===== config.mk =====
export PLATFORM = sky130hd
export DESIGN_NAME = burst_locked_write_request_merger_core
export DESIGN_NICKNAME = d
export VERILOG_FILES = /design/src/design/bwm_pkg.sv /design/src/design/bwm_in_reg.sv /design/src/design/bwm_step.sv /design/src/design/bwm_out_reg.sv /design/src/design/burst_locked_write_request_merger_core.sv
export VERILOG_INCLUDE_DIRS = /design/src /design/src/design
export SDC_FILE = /design/constraint.sdc
export NUM_CORES = 1
export LEC_CHECK = 0
export BUFFER_PORTS_ARGS = -buffer_cell sky130_fd_sc_hd__buf_2
export CAP_MARGIN = 20
export CORE_MARGIN = 4
export CORE_UTILIZATION = 50
export DETAILED_ROUTE_END_ITERATION = 8
export PLACE_DENSITY = 0.85
export RECOVER_POWER = 25
export SYNTH_ARGS = -nofsm -noshare
export SYNTH_HDL_FRONTEND = slang
export SYNTH_SLANG_ARGS = --single-unit

===== constraint.sdc =====
create_clock -name clk -period 9.7 [get_ports clk]
set_clock_uncertainty 0.1 [all_clocks]
set_input_delay 2.425 -clock clk [delete_from_list [all_inputs] [get_ports clk]]
set_output_delay 2.425 -clock clk [all_outputs]
set_load 0.1 [all_outputs]

===== src/design/burst_locked_write_request_merger_core_macros.svh =====
// Assertion macros for the burst-locked write request merger.
// Used by the top level; relies on signals clk and rst in the including scope.
`ifndef BURST_LOCKED_WRITE_REQUEST_MERGER_CORE_MACROS_SVH
`define BURST_LOCKED_WRITE_REQUEST_MERGER_CORE_MACROS_SVH

// Same-cycle implication, checked outside reset
`define BWM_ASSERT_NOW(label, ante, cons, msg) \
  label: assert property (@(posedge clk) disable iff (rst) (ante) |-> (cons)) else $error(msg);

// Next-cycle implication, checked outside reset
`define BWM_ASSERT_NEXT(label, ante, cons, msg) \
  label: assert property (@(posedge clk) disable iff (rst) (ante) |=> (cons)) else $error(msg);

`endif


===== src/design/bwm_pkg.sv =====
// Shared types and constants for the burst-locked write request merger.
// No dependencies; imported by every module of the block.
package bwm_pkg;

  localparam int SIZE_W       = 16;
  localparam int PAYLOAD_W    = 64;
  localparam int PAYLOAD_BITS = 64;
  localparam int BEAT_BYTES   = 32;

  localparam logic [SIZE_W-1:0]    BEAT_SIZE    = SIZE_W'(BEAT_BYTES);
  localparam logic [PAYLOAD_W-1:0] PAYLOAD_MASK = {PAYLOAD_W{1'b1}} >> (PAYLOAD_W - PAYLOAD_BITS);

  localparam logic SRC_PAIR   = 1'b0;
  localparam logic SRC_SINGLE = 1'b1;

  typedef struct packed {
    logic [SIZE_W-1:0]    size;
    logic [PAYLOAD_W-1:0] payload;
  } part_t;

  typedef struct packed {
    logic  pair_offer;
    part_t pair_first;
    part_t pair_second;
    logic  pair_has_second;
    logic  single_offer;
    part_t single;
  } item_t;

  typedef struct packed {
    logic  out_valid;
    part_t sent;
    logic  out_source;
    logic  pair_taken;
    logic  single_taken;
  } result_t;

  typedef struct packed {
    logic advance;
  } pipe_ctrl_t;

endpackage


===== src/design/bwm_in_reg.sv =====
// Input register: captures one offered item per transfer.
// Depends on bwm_pkg.
module bwm_in_reg (
  input  logic          clk,
  input  logic          rst,
  input  logic          in_valid,
  output logic          in_ready,
  input  bwm_pkg::item_t in_item,
  input  logic          advance,
  output logic          hold_valid,
  output bwm_pkg::item_t hold_item
);
  import bwm_pkg::*;

  // Free when empty or when the held item moves on this cycle
  assign in_ready = !hold_valid || advance;

  // Hold control
  always_ff @(posedge clk) begin
    if (rst) begin
      hold_valid <= 1'b0;
    end else if (in_valid && in_ready) begin
      hold_valid <= 1'b1;
    end else if (advance) begin
      hold_valid <= 1'b0;
    end
  end

  // Hold payload
  always_ff @(posedge clk) begin
    if (in_valid && in_ready) begin
      hold_item <= in_item;
    end
  end

endmodule


===== src/design/bwm_step.sv =====
// Merger state and the per-item step: slot loading, burst lock and beat emission.
// Depends on bwm_pkg.
module bwm_step (
  input  logic              clk,
  input  logic              rst,
  input  bwm_pkg::pipe_ctrl_t ctrl,
  input  bwm_pkg::item_t    item,
  output bwm_pkg::result_t  result
);
  import bwm_pkg::*;

  logic              pair_held, pair_held_next;
  logic              pair_first_pending, pair_first_pending_next;
  logic              pair_slot_has_second;
  part_t             pair_slot_first, pair_slot_second;
  logic              single_held, single_held_next;
  part_t             single_slot;
  logic [SIZE_W-1:0] bytes_left, bytes_left_next;
  logic              locked_source, locked_source_next;

  logic              load_pair, load_single;
  logic              ph, pfp, phs, sh;
  part_t             pfirst, psecond, sgl;
  logic [SIZE_W-1:0] bl;
  logic              ls;
  logic              emit;
  part_t             sent;

  // Slot contents as seen after this item's loads
  always_comb begin
    load_pair   = !pair_held && item.pair_offer;
    load_single = !single_held && item.single_offer;
    ph      = pair_held || load_pair;
    pfp     = load_pair ? 1'b1 : pair_first_pending;
    phs     = load_pair ? item.pair_has_second : pair_slot_has_second;
    pfirst  = load_pair ? item.pair_first : pair_slot_first;
    psecond = load_pair ? item.pair_second : pair_slot_second;
    sh      = single_held || load_single;
    sgl     = load_single ? item.single : single_slot;
  end

  // Open a burst when none is running, pair source first
  always_comb begin
    bl = bytes_left;
    ls = locked_source;
    if (bytes_left == '0) begin
      if (ph) begin
        bl = pfirst.size;
        ls = SRC_PAIR;
      end else if (sh) begin
        bl = sgl.size;
        ls = SRC_SINGLE;
      end
    end
  end

  // Emit one part from the locked source, or stall if it holds nothing
  always_comb begin
    emit = (bl != '0) && ((ls == SRC_PAIR) ? ph : sh);
    if (ls == SRC_SINGLE) begin
      sent = sgl;
    end else if (pfp) begin
      sent = pfirst;
    end else begin
      sent = psecond;
    end

    pair_held_next          = ph && !(emit && ls == SRC_PAIR && (!pfp || !phs));
    pair_first_pending_next = (emit && ls == SRC_PAIR) ? 1'b0 : pfp;
    single_held_next        = sh && !(emit && ls == SRC_SINGLE);
    locked_source_next      = ls;
    if (!emit) begin
      bytes_left_next = bl;
    end else if (bl > BEAT_SIZE) begin
      bytes_left_next = bl - BEAT_SIZE;
    end else begin
      bytes_left_next = '0;
    end

    result.out_valid       = emit;
    result.sent.size       = emit ? sent.size : '0;
    result.sent.payload    = emit ? (sent.payload & PAYLOAD_MASK) : '0;
    result.out_source      = emit ? ls : 1'b0;
    result.pair_taken      = load_pair;
    result.single_taken    = load_single;
  end

  // Control state
  always_ff @(posedge clk) begin
    if (rst) begin
      pair_held          <= 1'b0;
      pair_first_pending <= 1'b1;
      single_held        <= 1'b0;
      bytes_left         <= '0;
      locked_source      <= SRC_PAIR;
    end else if (ctrl.advance) begin
      pair_held          <= pair_held_next;
      pair_first_pending <= pair_first_pending_next;
      single_held        <= single_held_next;
      bytes_left         <= bytes_left_next;
      locked_source      <= locked_source_next;
    end
  end

  // Slot payloads, written on load only
  always_ff @(posedge clk) begin
    if (rst) begin
      pair_slot_has_second <= 1'b0;
    end else if (ctrl.advance && load_pair) begin
      pair_slot_has_second <= item.pair_has_second;
    end
  end

  always_ff @(posedge clk) begin
    if (ctrl.advance && load_pair) begin
      pair_slot_first  <= item.pair_first;
      pair_slot_second <= item.pair_second;
    end
    if (ctrl.advance && load_single) begin
      single_slot <= item.single;
    end
  end

endmodule


===== src/design/bwm_out_reg.sv =====
// Result register: holds one result until its transfer completes.
// Depends on bwm_pkg.
module bwm_out_reg (
  input  logic             clk,
  input  logic             rst,
  input  logic             advance,
  input  bwm_pkg::result_t result_in,
  output logic             res_valid,
  input  logic             res_ready,
  output bwm_pkg::result_t result_q
);
  import bwm_pkg::*;

  // Valid control
  always_ff @(posedge clk) begin
    if (rst) begin
      res_valid <= 1'b0;
    end else if (advance) begin
      res_valid <= 1'b1;
    end else if (res_ready) begin
      res_valid <= 1'b0;
    end
  end

  // Load a new result
  always_ff @(posedge clk) begin
    if (advance) begin
      result_q <= result_in;
    end
  end

endmodule


===== src/design/burst_locked_write_request_merger_core.sv =====
// Channel   | Handshake            | Carries
// input     | in_valid / in_ready  | pair and single offers with sizes and payloads
// result    | res_valid / res_ready| emitted part, source, taken flags
//
// From input transfer to result, each item passes the input register, then
// the step logic into the result register. One item per cycle is sustained
// while the result channel is not stalled; the step logic and merger state update once per item.
// A stalled result register holds the input register, which then backs up
// the input channel. Reset is synchronous; holding slots come out empty.
// Depends on bwm_pkg, bwm_in_reg, bwm_step, bwm_out_reg and the macros header.
module burst_locked_write_request_merger_core (
  input  logic                           clk,
  input  logic                           rst,
  input  logic                           in_valid,
  output logic                           in_ready,
  input  logic                           pair_offer,
  input  logic [bwm_pkg::SIZE_W-1:0]     pair_first_size,
  input  logic [bwm_pkg::PAYLOAD_W-1:0]  pair_first_payload,
  input  logic [bwm_pkg::SIZE_W-1:0]     pair_second_size,
  input  logic [bwm_pkg::PAYLOAD_W-1:0]  pair_second_payload,
  input  logic                           pair_has_second,
  input  logic                           single_offer,
  input  logic [bwm_pkg::SIZE_W-1:0]     single_size,
  input  logic [bwm_pkg::PAYLOAD_W-1:0]  single_payload,
  output logic                           res_valid,
  input  logic                           res_ready,
  output logic                           out_valid,
  output logic [bwm_pkg::SIZE_W-1:0]     out_size,
  output logic [bwm_pkg::PAYLOAD_W-1:0]  out_payload,
  output logic                           out_source,
  output logic                           pair_taken,
  output logic                           single_taken
);
  import bwm_pkg::*;

`include "burst_locked_write_request_merger_core_macros.svh"

  item_t      in_item, hold_item;
  logic       hold_valid;
  pipe_ctrl_t ctrl;
  result_t    step_result, result_q;
  logic       idle_clear;

  // Pack input fields
  always_comb begin
    in_item.pair_offer          = pair_offer;
    in_item.pair_first.size     = pair_first_size;
    in_item.pair_first.payload  = pair_first_payload;
    in_item.pair_second.size    = pair_second_size;
    in_item.pair_second.payload = pair_second_payload;
    in_item.pair_has_second     = pair_has_second;
    in_item.single_offer        = single_offer;
    in_item.single.size         = single_size;
    in_item.single.payload      = single_payload;
  end

  // Advance the held item when the result register can take it
  always_comb begin
    ctrl.advance = hold_valid && (!res_valid || res_ready);
  end

  bwm_in_reg u_in_reg (
    .clk        (clk),
    .rst        (rst),
    .in_valid   (in_valid),
    .in_ready   (in_ready),
    .in_item    (in_item),
    .advance    (ctrl.advance),
    .hold_valid (hold_valid),
    .hold_item  (hold_item)
  );

  bwm_step u_step (
    .clk    (clk),
    .rst    (rst),
    .ctrl   (ctrl),
    .item   (hold_item),
    .result (step_result)
  );

  bwm_out_reg u_out_reg (
    .clk       (clk),
    .rst       (rst),
    .advance   (ctrl.advance),
    .result_in (step_result),
    .res_valid (res_valid),
    .res_ready (res_ready),
    .result_q  (result_q)
  );

  // Unpack result fields
  assign out_valid    = result_q.out_valid;
  assign out_size     = result_q.sent.size;
  assign out_payload  = result_q.sent.payload;
  assign out_source   = result_q.out_source;
  assign pair_taken   = result_q.pair_taken;
  assign single_taken = result_q.single_taken;

  // Idle result carries all-zero part fields
  assign idle_clear = (out_size == '0) && (out_payload == '0) && (out_source == 1'b0);

  // Checks
  `BWM_ASSERT_NOW(a_idle_fields_zero, res_valid && !out_valid, idle_clear, "idle result not cleared")
  `BWM_ASSERT_NOW(a_ready_when_empty, !res_valid, in_ready, "input stalled with empty result")
  `BWM_ASSERT_NOW(a_clean_after_reset, $past(rst), !res_valid, "result valid after reset")
  `BWM_ASSERT_NEXT(a_result_follows, ctrl.advance, res_valid, "advanced item lost")

endmodule

==> metrics.md <==
| Metric | Value |
|---|---|
| Core Box Area | `43500 um^2` |
| Least-Margin Pin Slew | `2990 ps` |
| Final hold violations | `0` |
| Net total in the final layout | `1889` |
| First-pass GRT wire length | `76900 um` |
| Post-DP HPWL | `32600 um` |
| Met2 WL post-DR | `25200 um` |
| Top cell family by delay on the critical path | `buffers and inverters` |
| Synth top cells by count | `edfxtp_1 (567), mux2i_1 (159), a211oi_1 (140)` |
| Worst-path maximum fanout | `77` |
| Synth Flop Type | `edfxtp_1` |
| Placer Congestion | `0.912` |
| Post-route setup TNS | `0 ps` |
| PwrDens | `323 nW/um^2` |
| Worst vdd ir | `0.230 mV` |
| Share of layout cells above drive strength 1 | `27.4%` |
| Synth top area share | `76.7%` |
| Clock root buffer | `clkbuf_16` |
| Fmax | `142 MHz` |
| Post-synth EDFFs | `567` |
| Worst Min Path Start | `u_in_reg.hold_item[99]$_DFFE_PP_` |
| Violated checks | `capacitance limit, slew limit` |
| Mean routed wirelength per cell | `22.5 um` |
| Initial Util | `51.1%` |
| PortBufs | `332` |
| Met3 wire len | `3720 um` |
| Total grt overflow | `0` |
| Initial antenna violation count | `4` |
| Fin. max-slew vios | `119` |
| Syn nets | `1554` |
| DR pass1 iterations | `5` |
| Die H | `219 um` |
| CTS max path bufs | `3` |
| Cells after DPL | `2166` |
| Syn avg cell area | `17.0 um^2` |
| WL met1 | `20800 um` |
| R2r endpoint | `u_step.pair_held$_SDFFE_PP0P_` |
| 1st-iter DRT viols | `1268` |
| CP Buf/Inv Count | `3` |
| GRT Resource Usage Total | `21.0%` |
| #FFs+latches synth | `590` |
| Crit start category | `register` |
| Crit path arrival time | `7440 ps` |
| Boundary pin count | `333` |
| Worst Path Required | `10120 ps` |
| Rel. slew slack | `-100%` |
| Synth unique cells | `62` |
| CP max-delay cell | `clkinvlp_2` |
| Critical Path End Type | `register` |
| DIE WIDTH | `219 um` |
| CP Launch Point | `u_in_reg.hold_item[242]$_DFFE_PP_` |
| Max-Cap Viols | `2` |
| RSZ-0062 raised after global routing | `no` |
| Setup CP Type | `register to register` |
| Reg2Reg Depth | `12` |
| Hold Crit Class | `register to register` |
| Yosys top cell by area | `edfxtp_1` |
| RR Startpoint | `u_in_reg.hold_item[242]$_DFFE_PP_` |
| Final Util | `60.8%` |
| Final wirelength | `51200 um` |
| Most common cell in the synthesized netlist | `edfxtp_1` |
| WHS | `318 ps` |
| Vias in the first global route | `13082` |
| Final number of setup-violating endpoints | `0` |
| Syn Std Cell Area | `22200 um^2` |
| Status | `finished with violations` |
| Fin crit share | `72.4%` |
| CP cell instances | `nand2b_1 > buf_4 > clkinvlp_2 > mux2i_1 > nor3_1 > a221oi_2 > nand3_2 > or4_4 > o21ai_4 > buf_4 > nor3_1 > a211oi_1` |
| Cts-stage hold buffer count | `0` |
| Reg clk slew, reported paths | `60 ps` |
| Finished Cell Area | `26400 um^2` |
| Reg-to-reg slack, setup | `2670 ps` |
| Num CTS Buffers | `57` |
| Syn Inst Count | `1306` |
| # rows | `76` |
| Slowest stage delay, CP | `2280 ps` |
| WHS Endpoint | `u_step.pair_slot_second[17]$_DFFE_PP_` |
| Area Growth Syn to Fin | `19.1%` |
| # DRC | `0` |
| H-tree depth | `2` |
| Min Tclk post-route | `7030 ps` |
| Sink Count | `590` |
| Postcts setup bufs | `0` |
| Largest net degree at the start of global routing | `116` |
| DRT antenna net count | `0` |
| Fraction of the yosys area taken by sequential cells | `78.7%` |
| Hold path depth | `0` |
| Place WS | `3990 ps` |
| Die area | `47900 um^2` |
| Dominant cells by area after synthesis | `edfxtp_1 (77%), mux2i_1 (7.2%), a211oi_1 (4.7%)` |
| Via/cell ratio | `5.64` |
| Placed cell area | `24500 um^2` |
| Worst Slack Setup Final | `2670 ps` |
| Final non-filler cell total | `2277` |
| Vias | `12849` |
| DR top layer | `met5` |
| Power Total | `8.54 mW` |
| Yosys warning count | `0` |
| Post-cts resize count | `0` |
| Async set-reset flop share out of synthesis | `0%` |
| CTS tree | `built` |
| Pleak | `9.96 nW` |
| Skew-Pair Late Insertion Delay | `620 ps` |
==> worst max-delay path by stage <==
stage / end / slack, ps / depth (start not counted)
3_5_place_dp: in_ready / 3990 / 4
5_1_grt: u_step.pair_held$_SDFFE_PP0P_ / 2270 / 12
2_1_floorplan: u_in_reg.hold_item[0]$_DFFE_PP_ / 190 / 3
6_report: u_step.pair_held$_SDFFE_PP0P_ / 2670 / 12
4_1_cts: in_ready / 3970 / 4
3_3_place_gp: in_ready / 4010 / 4
==> layer usage <==
layer / GRT usage [%] / vias to the layer above
li1: - / 5830
met1: 28.9 / 6346
met2: 34.5 / 572
met3: 3.63 / 99
met4: 6.91 / 2
met5: 0 / -
==> report_power, final <==
group          internal (mW)  switching, mW
logic                  0.763           2.20
clock network           1.30          0.960
registers               3.16          0.150
==> cells by family (layout without fill, tap and decap cells) <==
| group | after synthesis | in the layout | share of synthesized area [%] |
|---|---|---|---|
| flops | 590 | 590 | 78.7 |
| simple gates | 232 | 232 | 4.74 |
| buf+inv | 78 | 461 | 1.44 |
| xor+xnor | 6 | 6 | 0.237 |
| mux | 160 | 160 | 7.22 |
| fa+ha+maj | 1 | 1 | 0.0563 |
| other cells | 0 | 3 | 0 |
| compound gates | 239 | 239 | 7.57 |
==> final cells by class <==
cell class | instances | area [um^2]
Multi-Input combinational cell | 638 | 4430
Fill cell | 3022 | 17000
Sequential cell | 590 | 17500
Clock inverter | 41 | 439
Inverter | 5 | 22.5
Tap cell | 585 | 732
Timing Repair Buffer | 349 | 1810
Clock buffer | 66 | 1500
Antenna cell | 3 | 7.51
==> cells in the final DEF (no fill, tap or decap), types with 3 or more instances in the layout <==
| cell | netlist | layout |
|---|---|---|
| o21ai_0 | 25 | 25 |
| edfxtp_1 | 567 | 567 |
| clkbuf_16 | 0 | 58 |
| nor2_4 | 1 | 4 |
| buf_4 | 2 | 15 |
| bufinv_16 | 0 | 7 |
| diode_2 | 0 | 3 |
| clkinv_2 | 0 | 15 |
| buf_2 | 15 | 332 |
| a21oi_1 | 33 | 33 |
| o211ai_1 | 3 | 3 |
| nor2_1 | 131 | 128 |
| a21o_1 | 3 | 3 |
| clkbuf_1 | 49 | 6 |
| nand3_1 | 9 | 9 |
| clkinv_1 | 0 | 11 |
| a211oi_1 | 140 | 140 |
| nand2b_1 | 3 | 4 |
| dfxtp_1 | 23 | 22 |
| nor3_1 | 18 | 18 |
| a22oi_1 | 7 | 7 |
| mux2i_1 | 159 | 159 |
| xor2_1 | 5 | 5 |
| nor3b_1 | 3 | 3 |
| nand2_1 | 41 | 41 |
| nor4_1 | 3 | 3 |
| and3_1 | 4 | 4 |
==> flip-flops by register name (all words and copies together), names as in the netlist <==
signal	count
u_step.pair_first_pending	1
u_step.single_slot	80
u_step.single_held	1
u_step.pair_slot_first	80
u_out_reg.res_valid	1
u_step.bytes_left	16
u_step.pair_held	1
u_step.pair_slot_has_second	1
u_in_reg.hold_item	243
u_step.locked_source	1
u_out_reg.result_q	84
u_step.pair_slot_second	80
u_in_reg.hold_valid	1
Note: power is estimated with default switching activity, not from simulation.
